$ cat src/rtl/core/tte_pkg.sv
// Shared types and constants of the text terminal character engine.
// Holds geometry limits, character codes, action and state codes and the
// structs passed between the engine modules. Depends on nothing.
package tte_pkg;

   localparam int MAX_COLUMNS = 128;
   localparam int MAX_ROWS    = 32;
   localparam int STORE_CELLS = MAX_COLUMNS * MAX_ROWS;

   localparam int CELL_W = 16;
   localparam int ADDR_W = 12;
   localparam int SIZE_W = 13;
   localparam int NC_W   = 8;
   localparam int NR_W   = 6;
   localparam int ROW_W  = 5;
   localparam int COL_W  = 7;

   localparam logic [7:0] CH_NEWLINE   = 8'h0a;
   localparam logic [7:0] CH_BACKSPACE = 8'h08;
   localparam logic [7:0] CH_FLUSH     = 8'h04;
   localparam logic [7:0] CH_ESCAPE    = 8'h1b;
   localparam logic [7:0] CH_SPACE     = 8'h20;

   localparam logic [NC_W-1:0] COLUMNS_RESET   = 8'd80;
   localparam logic [NR_W-1:0] ROWS_RESET      = 6'd25;
   localparam logic [7:0]      ATTRIBUTE_RESET = 8'h07;

   localparam logic CSR_COLUMNS = 1'b0;
   localparam logic CSR_ROWS    = 1'b1;

   typedef enum logic [1:0] {
      ACT_PUT   = 2'd0,
      ACT_CLEAR = 2'd1,
      ACT_READ  = 2'd2
   } action_type;

   typedef enum logic [2:0] {
      ST_IDLE,
      ST_EXEC,
      ST_SCROLL,
      ST_CLEAR,
      ST_READ_WAIT,
      ST_DONE
   } state_type;

   typedef struct packed {
      logic [NC_W-1:0]   nc;
      logic [NR_W-1:0]   nr;
      logic [ROW_W-1:0]  last_row;
      logic [COL_W-1:0]  last_col;
      logic [ROW_W-1:0]  row_c;
      logic [COL_W-1:0]  col_c;
      logic              row_last;
      logic              col_last;
      logic [SIZE_W-1:0] size;
      logic [ADDR_W-1:0] copies;
      logic [ADDR_W-1:0] cur_index;
   } geom_type;

   typedef struct packed {
      logic              we;
      logic [ADDR_W-1:0] waddr;
      logic [CELL_W-1:0] wdata;
      logic              re;
      logic [ADDR_W-1:0] raddr;
   } mem_req_type;

endpackage

$ cat src/rtl/core/tte_geom.sv
// Effective screen geometry, clamped cursor and linear cell index.
// Combinational; depends on tte_pkg.
module tte_geom (
   input  logic [tte_pkg::NC_W-1:0]  csr_columns,
   input  logic [tte_pkg::NR_W-1:0]  csr_rows,
   input  logic [tte_pkg::ROW_W-1:0] cur_row,
   input  logic [tte_pkg::COL_W-1:0] cur_col,
   output tte_pkg::geom_type         geom
);

   logic [tte_pkg::NC_W-1:0]   nc;
   logic [tte_pkg::NR_W-1:0]   nr;
   logic [tte_pkg::NC_W-1:0]   nc_m1;
   logic [tte_pkg::NR_W-1:0]   nr_m1;
   logic [tte_pkg::ROW_W-1:0]  row_c;
   logic [tte_pkg::COL_W-1:0]  col_c;
   logic [tte_pkg::SIZE_W-1:0] prod;
   logic [tte_pkg::SIZE_W-1:0] row_base;
   logic [tte_pkg::SIZE_W-1:0] lin;
   logic [tte_pkg::SIZE_W-1:0] copies;

   always_comb begin
      // fold out-of-range register values into the usable range
      if (csr_columns == '0) begin
         nc = tte_pkg::NC_W'(1);
      end else if (csr_columns > tte_pkg::NC_W'(tte_pkg::MAX_COLUMNS)) begin
         nc = tte_pkg::NC_W'(tte_pkg::MAX_COLUMNS);
      end else begin
         nc = csr_columns;
      end
      if (csr_rows == '0) begin
         nr = tte_pkg::NR_W'(1);
      end else if (csr_rows > tte_pkg::NR_W'(tte_pkg::MAX_ROWS)) begin
         nr = tte_pkg::NR_W'(tte_pkg::MAX_ROWS);
      end else begin
         nr = csr_rows;
      end
      nc_m1 = nc - tte_pkg::NC_W'(1);
      nr_m1 = nr - tte_pkg::NR_W'(1);

      row_c = ({1'b0, cur_row} >= nr) ? nr_m1[tte_pkg::ROW_W-1:0] : cur_row;
      col_c = ({1'b0, cur_col} >= nc) ? nc_m1[tte_pkg::COL_W-1:0] : cur_col;

      prod     = tte_pkg::SIZE_W'(nc) * tte_pkg::SIZE_W'(nr);
      row_base = tte_pkg::SIZE_W'(row_c) * tte_pkg::SIZE_W'(nc);
      lin      = row_base + tte_pkg::SIZE_W'(col_c);
      copies   = prod - tte_pkg::SIZE_W'(nc);

      geom.nc        = nc;
      geom.nr        = nr;
      geom.last_row  = nr_m1[tte_pkg::ROW_W-1:0];
      geom.last_col  = nc_m1[tte_pkg::COL_W-1:0];
      geom.row_c     = row_c;
      geom.col_c     = col_c;
      geom.row_last  = (row_c == nr_m1[tte_pkg::ROW_W-1:0]);
      geom.col_last  = (col_c == nc_m1[tte_pkg::COL_W-1:0]);
      geom.size      = prod;
      geom.copies    = copies[tte_pkg::ADDR_W-1:0];
      geom.cur_index = lin[tte_pkg::ADDR_W-1:0];
   end

endmodule

$ cat config.mk
export PLATFORM = sky130hd
export DESIGN_NAME = tte_geom
export DESIGN_NICKNAME = d
export VERILOG_FILES = /design/src/rtl/core/tte_pkg.sv /design/src/rtl/core/tte_geom.sv
export SDC_FILE = /design/constraint.sdc
export NUM_CORES = 1
export LEC_CHECK = 0
export ABC_AREA = 0
export BUFFER_PORTS_ARGS = -buffer_cell sky130_fd_sc_hd__buf_2
export CELL_PAD_IN_SITES_DETAIL_PLACEMENT = 0
export CELL_PAD_IN_SITES_GLOBAL_PLACEMENT = 1
export CORE_MARGIN = 2
export CORE_UTILIZATION = 40
export DETAILED_ROUTE_END_ITERATION = 7
export GPL_ROUTABILITY_DRIVEN = 0
export PLACE_DENSITY_LB_ADDON = 0.1
export SLEW_MARGIN = 30
export SYNTH_ARGS = -nofsm -noshare
export SYNTH_HDL_FRONTEND = slang
export SYNTH_SLANG_ARGS = --single-unit
$ cat constraint.sdc
create_clock -name vclk -period 12.2
set_input_delay 2.44 -clock vclk [all_inputs]
set_output_delay 2.44 -clock vclk [all_outputs]
set_load 0.02 [all_outputs]
# [Yosys cells after proc, flatten, opt, wreduce, memory -nomap -nowiden]
# Cells that the tools add are included.
[classes] n_mux=6 eq_ne=2 n_addsub=4 n_mul=2 n_lt_le_gt_ge=4 reduce_logical=2
[op_table] op="two-way mux 8 bit" count=2
[op_table] op="multiplier 8 x 6 -> 13 bit" count=1
[op_table] op="adder 12 x 7 -> 12 bit" count=1
[op_table] op="multiplier 5 x 8 -> 12 bit" count=1
[op_table] op="two-way mux 6 bit" count=2
[op_table] op="subtractor 12 x 8 -> 12 bit" count=1
[op_table] op=">= comparator 7 x 8 -> 1 bit" count=1
[op_table] op="greater-than comparator 8 bit (second input constant)" count=1
[op_table] op="zero test 8 bit" count=1
[op_table] op="equality test 7 bit" count=1
[op_table] op="two-way mux 7 bit" count=1
[op_table] op="subtractor 7 x 1 -> 7 bit (second input constant)" count=1
[op_table] op=">= comparator 5 x 6 -> 1 bit" count=1
[op_table] op="greater-than comparator 6 bit (second input constant)" count=1
[op_table] op="zero test 6 bit" count=1
[op_table] op="equality test 5 bit" count=1
[op_table] op="two-way mux 5 bit" count=1
[op_table] op="subtractor 5 x 1 -> 5 bit (second input constant)" count=1
[totals] register_bits=0 out_inout_bits=77 inputBits=26 word_cells=20

# [Longest topological paths before layout]
[logic_depth] depth_word=7 mapped_depth=23 depth_no_buf=23

# [Worst setup path before layout]
# No wires, ideal clock.
[synth_timing] path_kind="input to output" startpoint="input csr_rows[1] in the netlist's numbering" endpoint="output geom[10] in the netlist's numbering" setup_slack_ps=1504 stages=21 arrival_time_ps=8256 n_path_buf=0 required_ps=9760 path_cell_list="nor4_1 > o21a_1 > inv_1 > ha_1 > nor3b_1 > o21ai_0 > mux2i_1 > inv_2 > nand2_1 > fa_1 > fa_1 > fa_1 > inv_1 > ha_1 > nor2b_1 > o21ai_0 > nand2b_1 > a21o_1 > a21oi_1 > o21ai_0 > xor2_1"
[synth_rtl] element="start, declared" line="tte_geom.sv:5" text="input logic [tte_pkg::NR_W-1:0] csr_rows,"
[synth_rtl] element="end, declared" line="tte_geom.sv:8" text="output tte_pkg::geom_type geom"

==> results.cfg <==
[outcome]
status = finished clean

[place]
port_buffers = 103
dp.final_hpwl_mm = 8.72
place_area_sq_um = 4480

[power_and_ir_drop]
peakVddDrop_uv = 74.2
p_per_area_nw_per_um2 = 93.7
p_leak_uw = 0.00247

[route]
drt_pass1_iterations = 5
post_drt_wl_per_cell_um = 14.3
detail-route-antenna-nets = 0
num_vias = 3594
post-route-drc-count = 0
drt-total-wl_mm = 10.3
dr.first_iter.drc_count = 128
viasPerCell = 4.98

[cells_and_area]
drive_gt1_share_pct = 20.6
antennaDiodeCount = 0
final_cell_area_sq_um = 4480
nets = 732
seq_cells = 0
seq_area_sq_um = 0
synthToLayoutAreaGrowth_pct = 17.9
clock_buffer_count = 0

[sta]
slew_headroom_pct = 42.8
finalSetupViolCount = 0
max_freq_mhz = 91.1
worst_pin_slew_ns = 0.858
setup_tns_ns = 0
rsz0062_at_grt = no
maxSlewViolCount = 0
final-hold-violation-count = 0
fin_crit_sh_pct = 90.0
period_needed_ns = 10.97

[critical_path]
required_ns = 9.76
crit_chain = buf_2 -> nor4_1 -> o21a_1 -> ha_1 -> nor2b_1 -> o21ai_0 -> a41oi_4 -> nor2_1 -> a21oi_1 -> nor2_1 -> fa_1 -> inv_1 -> fa_1 -> fa_1 -> inv_1 -> ha_1 -> nor2b_1 -> o21ai_0 -> nand2b_1 -> a21o_1 -> a21oi_1 -> o21ai_0 -> xor2_1 -> buf_2
critical_path_class = in2out
slowest_stage = a21oi_1
cp-start-kind = input pin
crit_fanout = 9
cp_slowest_stage_delay_ns = 0.67
endpoint_kind = output pin
critical_path_arrival_ns = 8.53

[floorplan]
fp.dieH_um = 101
start_util_pct = 41.1
core_area_sq_um = 9240
die_area_sq_um = 10300
io_pins = 103
row_count = 35
die_w_um = 101

[hold_path]
min-delay-path-class = in2out

[synthesis]
synth_area_sq_um = 3800
synth.distinct_cells = 40
syn_nets = 632
yosys_warnings = 0
synth-seq-area-share_pct = 0
avgSynthCellArea_sq_um = 7.69
synthCells = 494

[global_routing]
grt_max_degree = 17
grt_overflow_total = 0
grtUsageTotal_pct = 20.9
antenna_found_initial = 0
grt_pass1_wl_mm = 17.5
grt_pass1_vias = 3591

[clock_network]
cts_setup_buffers = 0
cts_hold_repair.buffers = 0
cts_resized = 0

[flow_run]
maxCapViolCount = 0
## metal layers
| layer | global-route usage, % | share of wire [%] |
|---|---|---|
| met4 | 0.936 | 1.2 |
| met3 | 1.10 | 5.5 |
| met2 | 35.5 | 43 |
| met5 | 0 | 0 |
| met1 | 31.1 | 50 |
## where the power goes
part,switching [uW],internal (uW),leakage [uW],total [uW]
sequential,0,0,0,0
clock,0,0,0,0
combinational,260,159,0.00247,419
total,260,159,0.00247,419
## cells in the mapped netlist, drive strengths merged (3+ instances only)
cell type | instances | area share (%)
nand3 | 3 | 0.40
nor3b | 3 | 0.59
a21oi | 20 | 2.6
a21o | 10 | 2.0
nor3 | 12 | 1.6
nor2 | 60 | 5.9
xnor2 | 27 | 6.2
mux2i | 4 | 1.1
clkbuf | 9 | 0.89
o21a | 6 | 1.2
mux2 | 6 | 1.8
o21bai | 3 | 0.59
fa | 49 | 26
nor4 | 3 | 0.49
o21ai | 17 | 2.2
inv | 92 | 9.1
xor2 | 18 | 4.2
ha | 63 | 21
clkinv | 4 | 0.40
o211ai | 3 | 0.59
nand2 | 49 | 4.9
nor2b | 11 | 1.8
nand2b | 4 | 0.66
## cells in the final DEF (no fill, tap or decap), types with 11 or more instances in the layout
master,netlist,final
a21oi_1,20,20
nand2_1,48,48
xnor2_1,27,27
nor2_1,60,60
xor2_1,18,18
nor3_1,12,12
ha_1,63,63
inv_1,89,89
fa_1,49,49
o21ai_0,17,17
buf_2,2,103
nor2b_1,11,11
## worst paths after layout
kind / cells after the start / to / start / slack [ns]
setup / recovery: 24 / geom[10] / csr_rows[2] / 1.23
hold / removal: 2 / geom[68] / csr_rows[5] / 5.27
## through the flow
step | util (%) | power [uW] | hold WS [ns] | std cells | setup slack [ns]
floorplan | - | 311 | 5.07 | 494 | 1.50
CTS | 48.4 | 426 | 5.27 | 721 | 1.20
detailed placement | 48.4 | 424 | 5.27 | 721 | 1.24
finish | 48.4 | 419 | 5.27 | 721 | 1.23
global placement | 48.4 | 421 | 5.27 | 721 | 1.39
global route | 48.4 | 472 | 5.29 | 721 | 0.611
## cells by family (layout without fill, tap and decap cells)
family                   after synthesis  in the layout  share of synthesized area (%)
AND/OR/NAND/NOR                      149            149                           17.0
XOR/XNOR                              45             45                           10.4
AO/OA/AOI/OAI                         71             71                           12.5
buffers and inverters                107            205                           10.6
adder cells (fa/ha/maj)              112            112                           46.6
multiplexers                          10             10                           2.83
## final cells by class
class | count | area, sq um
fillers | 975 | 4760
multi-input cells | 387 | 3390
repair buffers | 109 | 561
inverters | 96 | 360
well taps | 129 | 161
## worst max-delay path, delay by kind of cell
family	cells	cell delay, ns
AOI/OAI and AO/OA	8	2.34
adders and majority gates	5	2.17
and+or+nand+nor	6	1.05
buffers and inverters	4	0.37
xor gates and xnor gates	1	0.15
No activity file was read; power rests on OpenSTA's default activity.
