File: config.mk
export PLATFORM = sky130hd
export DESIGN_NAME = tte_ctrl
export DESIGN_NICKNAME = d
export VERILOG_FILES = /design/src/rtl/core/tte_pkg.sv /design/src/rtl/core/tte_ctrl.sv
export SDC_FILE = /design/constraint.sdc
export NUM_CORES = 1
export LEC_CHECK = 0
export ABC_AREA = 1
export CORE_AREA = 2 2 137 139
export CTS_BUF_LIST = sky130_fd_sc_hd__clkbuf_4 sky130_fd_sc_hd__clkbuf_8 sky130_fd_sc_hd__clkbuf_16
export CTS_CLUSTER_DIAMETER = 60
export CTS_CLUSTER_SIZE = 30
export DETAILED_ROUTE_END_ITERATION = 7
export DIE_AREA = 0 0 139 141
export DONT_BUFFER_PORTS = 1
export GPL_TIMING_DRIVEN = 0
export HOLD_SLACK_MARGIN = 0.08
export MAX_ROUTING_LAYER = met4
export PLACE_DENSITY = 0.6
export SLEW_MARGIN = 20
export SYNTH_ARGS = -nofsm -noshare
export SYNTH_HDL_FRONTEND = slang
export SYNTH_SLANG_ARGS = --single-unit
File: constraint.sdc
create_clock -name clock -period 4.55 [get_ports clock]
set_input_delay 0.91 -clock clock [delete_from_list [all_inputs] [get_ports clock]]
set_output_delay 0.91 -clock clock [all_outputs]
set_load 0.1 [all_outputs]
File: src/rtl/core/tte_pkg.sv
// Shared types and constants of the text terminal character engine.
// Holds geometry limits, character codes, action and state codes and the
// structs passed between the engine modules. Depends on nothing.
package tte_pkg;

   localparam int MAX_COLUMNS = 128;
   localparam int MAX_ROWS    = 32;
   localparam int STORE_CELLS = MAX_COLUMNS * MAX_ROWS;

   localparam int CELL_W = 16;
   localparam int ADDR_W = 12;
   localparam int SIZE_W = 13;
   localparam int NC_W   = 8;
   localparam int NR_W   = 6;
   localparam int ROW_W  = 5;
   localparam int COL_W  = 7;

   localparam logic [7:0] CH_NEWLINE   = 8'h0a;
   localparam logic [7:0] CH_BACKSPACE = 8'h08;
   localparam logic [7:0] CH_FLUSH     = 8'h04;
   localparam logic [7:0] CH_ESCAPE    = 8'h1b;
   localparam logic [7:0] CH_SPACE     = 8'h20;

   localparam logic [NC_W-1:0] COLUMNS_RESET   = 8'd80;
   localparam logic [NR_W-1:0] ROWS_RESET      = 6'd25;
   localparam logic [7:0]      ATTRIBUTE_RESET = 8'h07;

   localparam logic CSR_COLUMNS = 1'b0;
   localparam logic CSR_ROWS    = 1'b1;

   typedef enum logic [1:0] {
      ACT_PUT   = 2'd0,
      ACT_CLEAR = 2'd1,
      ACT_READ  = 2'd2
   } action_type;

   typedef enum logic [2:0] {
      ST_IDLE,
      ST_EXEC,
      ST_SCROLL,
      ST_CLEAR,
      ST_READ_WAIT,
      ST_DONE
   } state_type;

   typedef struct packed {
      logic [NC_W-1:0]   nc;
      logic [NR_W-1:0]   nr;
      logic [ROW_W-1:0]  last_row;
      logic [COL_W-1:0]  last_col;
      logic [ROW_W-1:0]  row_c;
      logic [COL_W-1:0]  col_c;
      logic              row_last;
      logic              col_last;
      logic [SIZE_W-1:0] size;
      logic [ADDR_W-1:0] copies;
      logic [ADDR_W-1:0] cur_index;
   } geom_type;

   typedef struct packed {
      logic              we;
      logic [ADDR_W-1:0] waddr;
      logic [CELL_W-1:0] wdata;
      logic              re;
      logic [ADDR_W-1:0] raddr;
   } mem_req_type;

endpackage

File: src/rtl/core/tte_ctrl.sv
// Sequencer of the text terminal engine: cursor, color and escape state,
// item decode, scroll copy and clear sweeps over the cell buffer, and the
// result register. Depends on tte_pkg.
module tte_ctrl (
   input  logic                         clock,
   input  logic                         reset,
   input  logic                         req_valid,
   output logic                         req_stall,
   input  logic [1:0]                   req_action,
   input  logic [7:0]                   req_char_byte,
   input  logic [7:0]                   req_fill_color,
   input  logic [tte_pkg::ADDR_W-1:0]   req_read_index,
   input  tte_pkg::geom_type            geom,
   output logic [tte_pkg::ROW_W-1:0]    cur_row,
   output logic [tte_pkg::COL_W-1:0]    cur_col,
   output tte_pkg::mem_req_type         mem_req,
   input  logic [tte_pkg::CELL_W-1:0]   rd_data,
   output logic                         rsp_valid,
   input  logic                         rsp_stall,
   output logic [tte_pkg::CELL_W-1:0]   rsp_cell_value,
   output logic [tte_pkg::ADDR_W-1:0]   rsp_cell_index,
   output logic                         rsp_cell_written,
   output logic [tte_pkg::ROW_W-1:0]    rsp_cursor_row,
   output logic [tte_pkg::COL_W-1:0]    rsp_cursor_column,
   output logic [7:0]                   rsp_current_color,
   output logic                         rsp_flush_request,
   output logic                         rsp_scrolled
);

   tte_pkg::state_type state_ff, state_in;

   logic [1:0]                 act_ff, act_in;
   logic [7:0]                 char_ff, char_in;
   logic [7:0]                 fill_ff, fill_in;
   logic [tte_pkg::ADDR_W-1:0] ridx_ff, ridx_in;

   logic [tte_pkg::ROW_W-1:0]  row_ff, row_in;
   logic [tte_pkg::COL_W-1:0]  col_ff, col_in;
   logic [7:0]                 attr_ff, attr_in;
   logic                       esc_ff, esc_in;
   logic [tte_pkg::ADDR_W-1:0] cnt_ff, cnt_in;

   logic [tte_pkg::CELL_W-1:0] res_value_ff, res_value_in;
   logic [tte_pkg::ADDR_W-1:0] res_index_ff, res_index_in;
   logic                       res_written_ff, res_written_in;
   logic                       res_flush_ff, res_flush_in;
   logic                       res_scr_ff, res_scr_in;

   logic                       out_valid_ff, out_valid_in;
   logic [tte_pkg::CELL_W-1:0] out_value_ff, out_value_in;
   logic [tte_pkg::ADDR_W-1:0] out_index_ff, out_index_in;
   logic                       out_written_ff, out_written_in;
   logic [tte_pkg::ROW_W-1:0]  out_row_ff, out_row_in;
   logic [tte_pkg::COL_W-1:0]  out_col_ff, out_col_in;
   logic [7:0]                 out_color_ff, out_color_in;
   logic                       out_flush_ff, out_flush_in;
   logic                       out_scr_ff, out_scr_in;

   logic out_free;
   logic load_rsp;
   logic more_work;

   always_ff @(posedge clock) begin
      if (reset) begin
         state_ff     <= tte_pkg::ST_IDLE;
         row_ff       <= '0;
         col_ff       <= '0;
         attr_ff      <= tte_pkg::ATTRIBUTE_RESET;
         esc_ff       <= 1'b0;
         out_valid_ff <= 1'b0;
      end else begin
         state_ff     <= state_in;
         row_ff       <= row_in;
         col_ff       <= col_in;
         attr_ff      <= attr_in;
         esc_ff       <= esc_in;
         out_valid_ff <= out_valid_in;
      end
   end

   always_ff @(posedge clock) begin
      act_ff         <= act_in;
      char_ff        <= char_in;
      fill_ff        <= fill_in;
      ridx_ff        <= ridx_in;
      cnt_ff         <= cnt_in;
      res_value_ff   <= res_value_in;
      res_index_ff   <= res_index_in;
      res_written_ff <= res_written_in;
      res_flush_ff   <= res_flush_in;
      res_scr_ff     <= res_scr_in;
      out_value_ff   <= out_value_in;
      out_index_ff   <= out_index_in;
      out_written_ff <= out_written_in;
      out_row_ff     <= out_row_in;
      out_col_ff     <= out_col_in;
      out_color_ff   <= out_color_in;
      out_flush_ff   <= out_flush_in;
      out_scr_ff     <= out_scr_in;
   end

   always_comb begin
      state_in       = state_ff;
      act_in         = act_ff;
      char_in        = char_ff;
      fill_in        = fill_ff;
      ridx_in        = ridx_ff;
      row_in         = row_ff;
      col_in         = col_ff;
      attr_in        = attr_ff;
      esc_in         = esc_ff;
      cnt_in         = cnt_ff;
      res_value_in   = res_value_ff;
      res_index_in   = res_index_ff;
      res_written_in = res_written_ff;
      res_flush_in   = res_flush_ff;
      res_scr_in     = res_scr_ff;
      mem_req        = '0;
      load_rsp       = 1'b0;
      more_work      = 1'b0;
      out_free       = !out_valid_ff || !rsp_stall;

      unique case (state_ff)
         tte_pkg::ST_IDLE: begin
            if (req_valid) begin
               act_in   = req_action;
               char_in  = req_char_byte;
               fill_in  = req_fill_color;
               ridx_in  = req_read_index;
               state_in = tte_pkg::ST_EXEC;
            end
         end

         tte_pkg::ST_EXEC: begin
            // cursor clamps to the current geometry on every item
            row_in         = geom.row_c;
            col_in         = geom.col_c;
            res_value_in   = '0;
            res_index_in   = '0;
            res_written_in = 1'b0;
            res_flush_in   = 1'b0;
            res_scr_in     = 1'b0;
            cnt_in         = '0;
            case (act_ff)
               tte_pkg::ACT_PUT: begin
                  if (esc_ff) begin
                     attr_in = char_ff;
                     esc_in  = 1'b0;
                  end else begin
                     case (char_ff)
                        tte_pkg::CH_NEWLINE: begin
                           col_in = '0;
                           if (geom.row_last) begin
                              res_scr_in = 1'b1;
                              more_work  = 1'b1;
                              state_in   = tte_pkg::ST_SCROLL;
                           end else begin
                              row_in = geom.row_c + tte_pkg::ROW_W'(1);
                           end
                        end
                        tte_pkg::CH_BACKSPACE: begin
                           if (geom.col_c == '0) begin
                              if (geom.row_c != '0) begin
                                 col_in = geom.last_col;
                                 row_in = geom.row_c - tte_pkg::ROW_W'(1);
                              end
                           end else begin
                              col_in = geom.col_c - tte_pkg::COL_W'(1);
                           end
                        end
                        tte_pkg::CH_FLUSH: begin
                           res_flush_in = 1'b1;
                        end
                        tte_pkg::CH_ESCAPE: begin
                           esc_in = 1'b1;
                        end
                        default: begin
                           mem_req.we     = 1'b1;
                           mem_req.waddr  = geom.cur_index;
                           mem_req.wdata  = {attr_ff, char_ff};
                           res_value_in   = {attr_ff, char_ff};
                           res_index_in   = geom.cur_index;
                           res_written_in = 1'b1;
                           if (geom.col_last) begin
                              col_in = '0;
                              if (geom.row_last) begin
                                 res_scr_in = 1'b1;
                                 more_work  = 1'b1;
                                 state_in   = tte_pkg::ST_SCROLL;
                              end else begin
                                 row_in = geom.row_c + tte_pkg::ROW_W'(1);
                              end
                           end else begin
                              col_in = geom.col_c + tte_pkg::COL_W'(1);
                           end
                        end
                     endcase
                  end
               end
               tte_pkg::ACT_CLEAR: begin
                  attr_in   = fill_ff;
                  row_in    = '0;
                  col_in    = '0;
                  more_work = 1'b1;
                  state_in  = tte_pkg::ST_CLEAR;
               end
               tte_pkg::ACT_READ: begin
                  mem_req.re    = 1'b1;
                  mem_req.raddr = ridx_ff;
                  res_index_in  = ridx_ff;
                  more_work     = 1'b1;
                  state_in      = tte_pkg::ST_READ_WAIT;
               end
               default: begin
               end
            endcase
            if (!more_work) begin
               if (out_free) begin
                  load_rsp = 1'b1;
                  state_in = tte_pkg::ST_IDLE;
               end else begin
                  state_in = tte_pkg::ST_DONE;
               end
            end
         end

         tte_pkg::ST_SCROLL: begin
            // read cell cnt+nc, write it back at cnt in the next cycle
            cnt_in = cnt_ff + tte_pkg::ADDR_W'(1);
            if (cnt_ff < geom.copies) begin
               mem_req.re    = 1'b1;
               mem_req.raddr = cnt_ff + tte_pkg::ADDR_W'(geom.nc);
            end
            if (cnt_ff != '0) begin
               mem_req.we    = 1'b1;
               mem_req.waddr = cnt_ff - tte_pkg::ADDR_W'(1);
               mem_req.wdata = rd_data;
            end
            if (cnt_ff == geom.copies) begin
               state_in = tte_pkg::ST_DONE;
            end
         end

         tte_pkg::ST_CLEAR: begin
            mem_req.we    = 1'b1;
            mem_req.waddr = cnt_ff;
            mem_req.wdata = {attr_ff, tte_pkg::CH_SPACE};
            cnt_in        = cnt_ff + tte_pkg::ADDR_W'(1);
            if ({1'b0, cnt_ff} == geom.size - tte_pkg::SIZE_W'(1)) begin
               state_in = tte_pkg::ST_DONE;
            end
         end

         tte_pkg::ST_READ_WAIT: begin
            res_value_in = rd_data;
            state_in     = tte_pkg::ST_DONE;
         end

         tte_pkg::ST_DONE: begin
            if (out_free) begin
               load_rsp = 1'b1;
               state_in = tte_pkg::ST_IDLE;
            end
         end

         default: begin
            state_in = tte_pkg::ST_IDLE;
         end
      endcase

      out_valid_in   = load_rsp || (out_valid_ff && rsp_stall);
      out_value_in   = load_rsp ? res_value_in   : out_value_ff;
      out_index_in   = load_rsp ? res_index_in   : out_index_ff;
      out_written_in = load_rsp ? res_written_in : out_written_ff;
      out_row_in     = load_rsp ? row_in         : out_row_ff;
      out_col_in     = load_rsp ? col_in         : out_col_ff;
      out_color_in   = load_rsp ? attr_in        : out_color_ff;
      out_flush_in   = load_rsp ? res_flush_in   : out_flush_ff;
      out_scr_in     = load_rsp ? res_scr_in     : out_scr_ff;
   end

   assign req_stall         = (state_ff != tte_pkg::ST_IDLE);
   assign cur_row           = row_ff;
   assign cur_col           = col_ff;
   assign rsp_valid         = out_valid_ff;
   assign rsp_cell_value    = out_value_ff;
   assign rsp_cell_index    = out_index_ff;
   assign rsp_cell_written  = out_written_ff;
   assign rsp_cursor_row    = out_row_ff;
   assign rsp_cursor_column = out_col_ff;
   assign rsp_current_color = out_color_ff;
   assign rsp_flush_request = out_flush_ff;
   assign rsp_scrolled      = out_scr_ff;

endmodule

After elaboration in Yosys (flattened, before gate mapping)
Cells that the tools add are included.

Flip-flop bits (word level): 149. Output and inout bits: 107.

Equality and inequality tests: 21. Reductions and logical operators: 20. Order comparisons: 1. $add $sub $neg: 8. Mux-type cells: 68.

Operators with widths (number): $mux 29 (4); $pmux 29 s3 (1); $mux 16 (3); $pmux 12 s2 (2); $mux 12 (3); $mux 7 (5); $pmux 16 s2 (1); $mux 5 (6); $mux 3 (9); $mux 13 (2); $pmux 13 s2 (1); $pmux 7 s3 (1); $mux 1 (18); $pmux 3 s6 (1); $eq 8x4->1 const B (2); $mux 8 (2); $pmux 8 s2 (1); $pmux 5 s3 (1); $pmux 7 s2 (1); $eq 12x13->1 (1); $sub 13x1->13 const B (1); $add 12x1->12 const B (1); $add 12x8->12 (1); $eq 12x12->1 (1); 36 further kinds (49).

Longest topological paths before layout
Word-level depth: 9. Gate-level depth with buffers: 17. Gate-level depth less buffers: 17.

Worst setup path after synthesis
Ideal clock, no wire load.

Path kind: input port to output port. Start point: input geom[71] in the netlist's numbering. End point: output mem_req[9] in the netlist's numbering. Slack: -0.480 ns. Data arrival time: 4.120 ns. Buffers on the path: 0. Cell stages on the path: 8. Path through: ha_1 a21oi_1 nand2_1 a21oi_1 nor2_1 a21oi_1 xor2_1 o21ai_0.

RTL lines: start, declared (line tte_ctrl.sv:13) `input tte_pkg::geom_type geom,`; end, declared (line tte_ctrl.sv:16) `output tte_pkg::mem_req_type mem_req,`.

==> reports/metrics.csv <==
metric;value;unit
status;complete, no violations;
clock-sinks;149;
hold_viol_final;0;
maxCapViolCount;0;
antenna_cells;0;
drc;0;
hp-class;flop to flop;
postCtsSetupBuffers;0;
grt_usage;27.40;%
rsz0062_at_grt;true;
grt_pass1_wl;40.28;mm
cp.required;3.64;ns
die_h;141;um
syn2layout_area_growth;14.91;%
ir_drop;548.5;uV
powerDensity;846.6;nW/um^2
finalSetupViolations;0;
vias;7526;
die-area;19600;um^2
ys_ff_latch;149;
relSlewSlack;22.31;%
io_buffers;0;
synthCells;1081;
synthArstFlopShare;0;%
finalCriticalPeriod;4.484;ns
synth_area;8880;um^2
antenna_found_initial;0;
postSynthAreaPerCell;8.214;um^2
fin_nets;1264;
place_inst;1318;
netlist_top_cells_area;edfxtp_1 31%, dfxtp_1 13%, nand2_1 10%;
synthAdderAreaFrac;4.875;%
post_cts_resized;0;
core;18270;um^2
dr.pass1.iters;7;
rows;50;
worstMarginPinSlew;1.168;ns
gp_congestion;0.9679;
viasPerCell;5.575;
synthXorXnorAreaFrac;2.959;%
ys.flop_type;edfxtp_1;
globalRouteMet1Util;36.50;%
syn_nets;1242;
dpl.hpwl;20.43;mm
grt_max_degree;24;
h-tree-depth;4;
cp.arrival;3.57;ns
cts_buffers;17;
finalMaxSlewViolations;0;
groute.layer.met3.usage;4.891;%
period_share;98.55;%
die_width;139;um
grt-ovfl-total;0;
fin_util;55.86;%
fillers;1707;
yosysSeqAreaShare;44.07;%
grt.met2_usage;42.55;%
criticalPathCategory;flop to output port;
holdBufCountCts;0;
cts_tree;yes;
routed_wl;26.56;mm
clk_latency;0.43;ns
clk_pin_slew;0.07;ns
ys_types;56;
drtIter0Drc;556;
timing.fmax;223.0;MHz
synthMuxAreaShare;0;%
io-pin-count;234;
grt_pass1_vias;7197;
layout.cells.non_filler;1350;
synth_top_family_by_area;simple AND/OR/NAND/NOR gates;
synthSimpleGateAreaFrac;25.02;%
root_buffer;clkbuf_16;
cp-start-kind;flop;
top_usage_layer;met2;
drive_above_1_share;13.62;%
path_max_fanout;7;
wl_per_cell;19.67;um
finalClockSkew;0.01068;ns
cts_buffer_depth;2;
synth_edf_count;93;
yosysMostFrequentCell;nand2_1;
synth.cells.most_frequent;236 x nand2_1, 138 x inv_1, 93 x edfxtp_1, 84 x nor2_1, 79 x nand3_1;
yosys_warnings;0;
synth_compound_area_share;14.79;%
synth_top_area_share;31.45;%
ant_nets;0;
start_util;48.61;%
synth_area_leader_cell;edfxtp_1;
cp-end-kind;output port;
p_leak;0.004362;uW
through the flow:
step                      power, uW  cell area (um^2)  worst slack [ns]  hold slack [ns]  setup TNS [ns]
after floorplan                6254              8880           -0.4137           0.4184          -1.214
after global placement         6890              9173            -1.394           0.4342          -74.70
after detailed placement       7152              9568            0.3345           0.4397               0
after CTS                      8637             10180           0.03821           0.4650               0
after global routing           9028             10200           -0.1256           0.4792         -0.4576
final                          8638             10200           0.06594           0.4624               0
registers in the layout, summed over array words and instances (netlist names), 8 cells and up:
register,count
res_value_ff,16
cnt_ff,12
rsp_cell_index,12
fill_ff,8
rsp_cell_value,16
ridx_ff,12
res_index_ff,12
rsp_current_color,8
attr_ff,8
char_ff,8
worst paths after layout:
kind	startpoint	to	slack [ns]	depth (start not counted)
max	cnt_ff[0]	mem_req[6]	0.07	10
min	res_written_ff	res_written_ff	0.46	2
max reg2reg	act_ff[0]	rsp_cursor_column[4]	1.41	13
min reg2reg	res_written_ff	res_written_ff	0.46	2
final cells by class:
type | count | area (um^2) | area share [%]
multi-input combinational | 751 | 4566 | 44.75
sequential | 149 | 3914 | 38.36
inverter | 148 | 568.0 | 5.567
clock buffer | 17 | 425.4 | 4.169
tap | 234 | 292.8 | 2.869
clock inverter | 15 | 187.7 | 1.839
buffer | 33 | 167.7 | 1.643
timing repair buffer | 3 | 82.58 | 0.8093
layer usage:
metal | up-vias | part of all wire, %
met5 | - | 0
met1 | 3500 | 45
li1 | 3704 | -
met2 | 293 | 46
met3 | 29 | 7.0
met4 | 0 | 2.0
logic make-up (layout without fill, tap and decap cells):
kind of cell | count (synthesis) | in the layout
XOR/XNOR | 30 | 30
AO/OA/AOI/OAI | 213 | 213
flip-flops | 149 | 149
adder cells (fa/ha/maj) | 34 | 34
buffers and inverters | 181 | 216
AND/OR/NAND/NOR | 474 | 474
cells in the final DEF (no fill, tap or decap), types with 8 or more instances in the layout:
cell type	instances
nor2_1	82
edfxtp_1	93
a21oi_1	64
inv_1	138
buf_2	8
nand2_1	235
clkbuf_1	18
nand4_1	8
o22ai_2	10
o221ai_1	8
o21ai_0	72
xor2_1	21
nand3_1	79
nor2_4	11
dfxtp_1	56
xnor2_1	9
o221ai_4	12
ha_1	33
or2_2	8
clkbuf_16	17
nand2_2	9
o21ai_2	11
nor3_1	11
nand2_4	11
power breakdown:
part           leakage, uW  switching (uW)  internal (uW)
Clock             0.000302             633            834
Sequential         0.00134            1860           2090
Combinational      0.00272            2390            823
critical path, cell delays in order, from the launching register on:
cell and delay [ns]:
edfxtp_1 0.51, inv_1 0.35, ha_1 0.22, inv_1 0.04, a21oi_1 0.11, o21ai_0 0.12
nand3_1 0.10, o2111ai_1 0.28, nor2_4 0.28, inv_1 0.23, o22ai_2 0.92
Note: power is estimated with default switching activity, not from simulation.
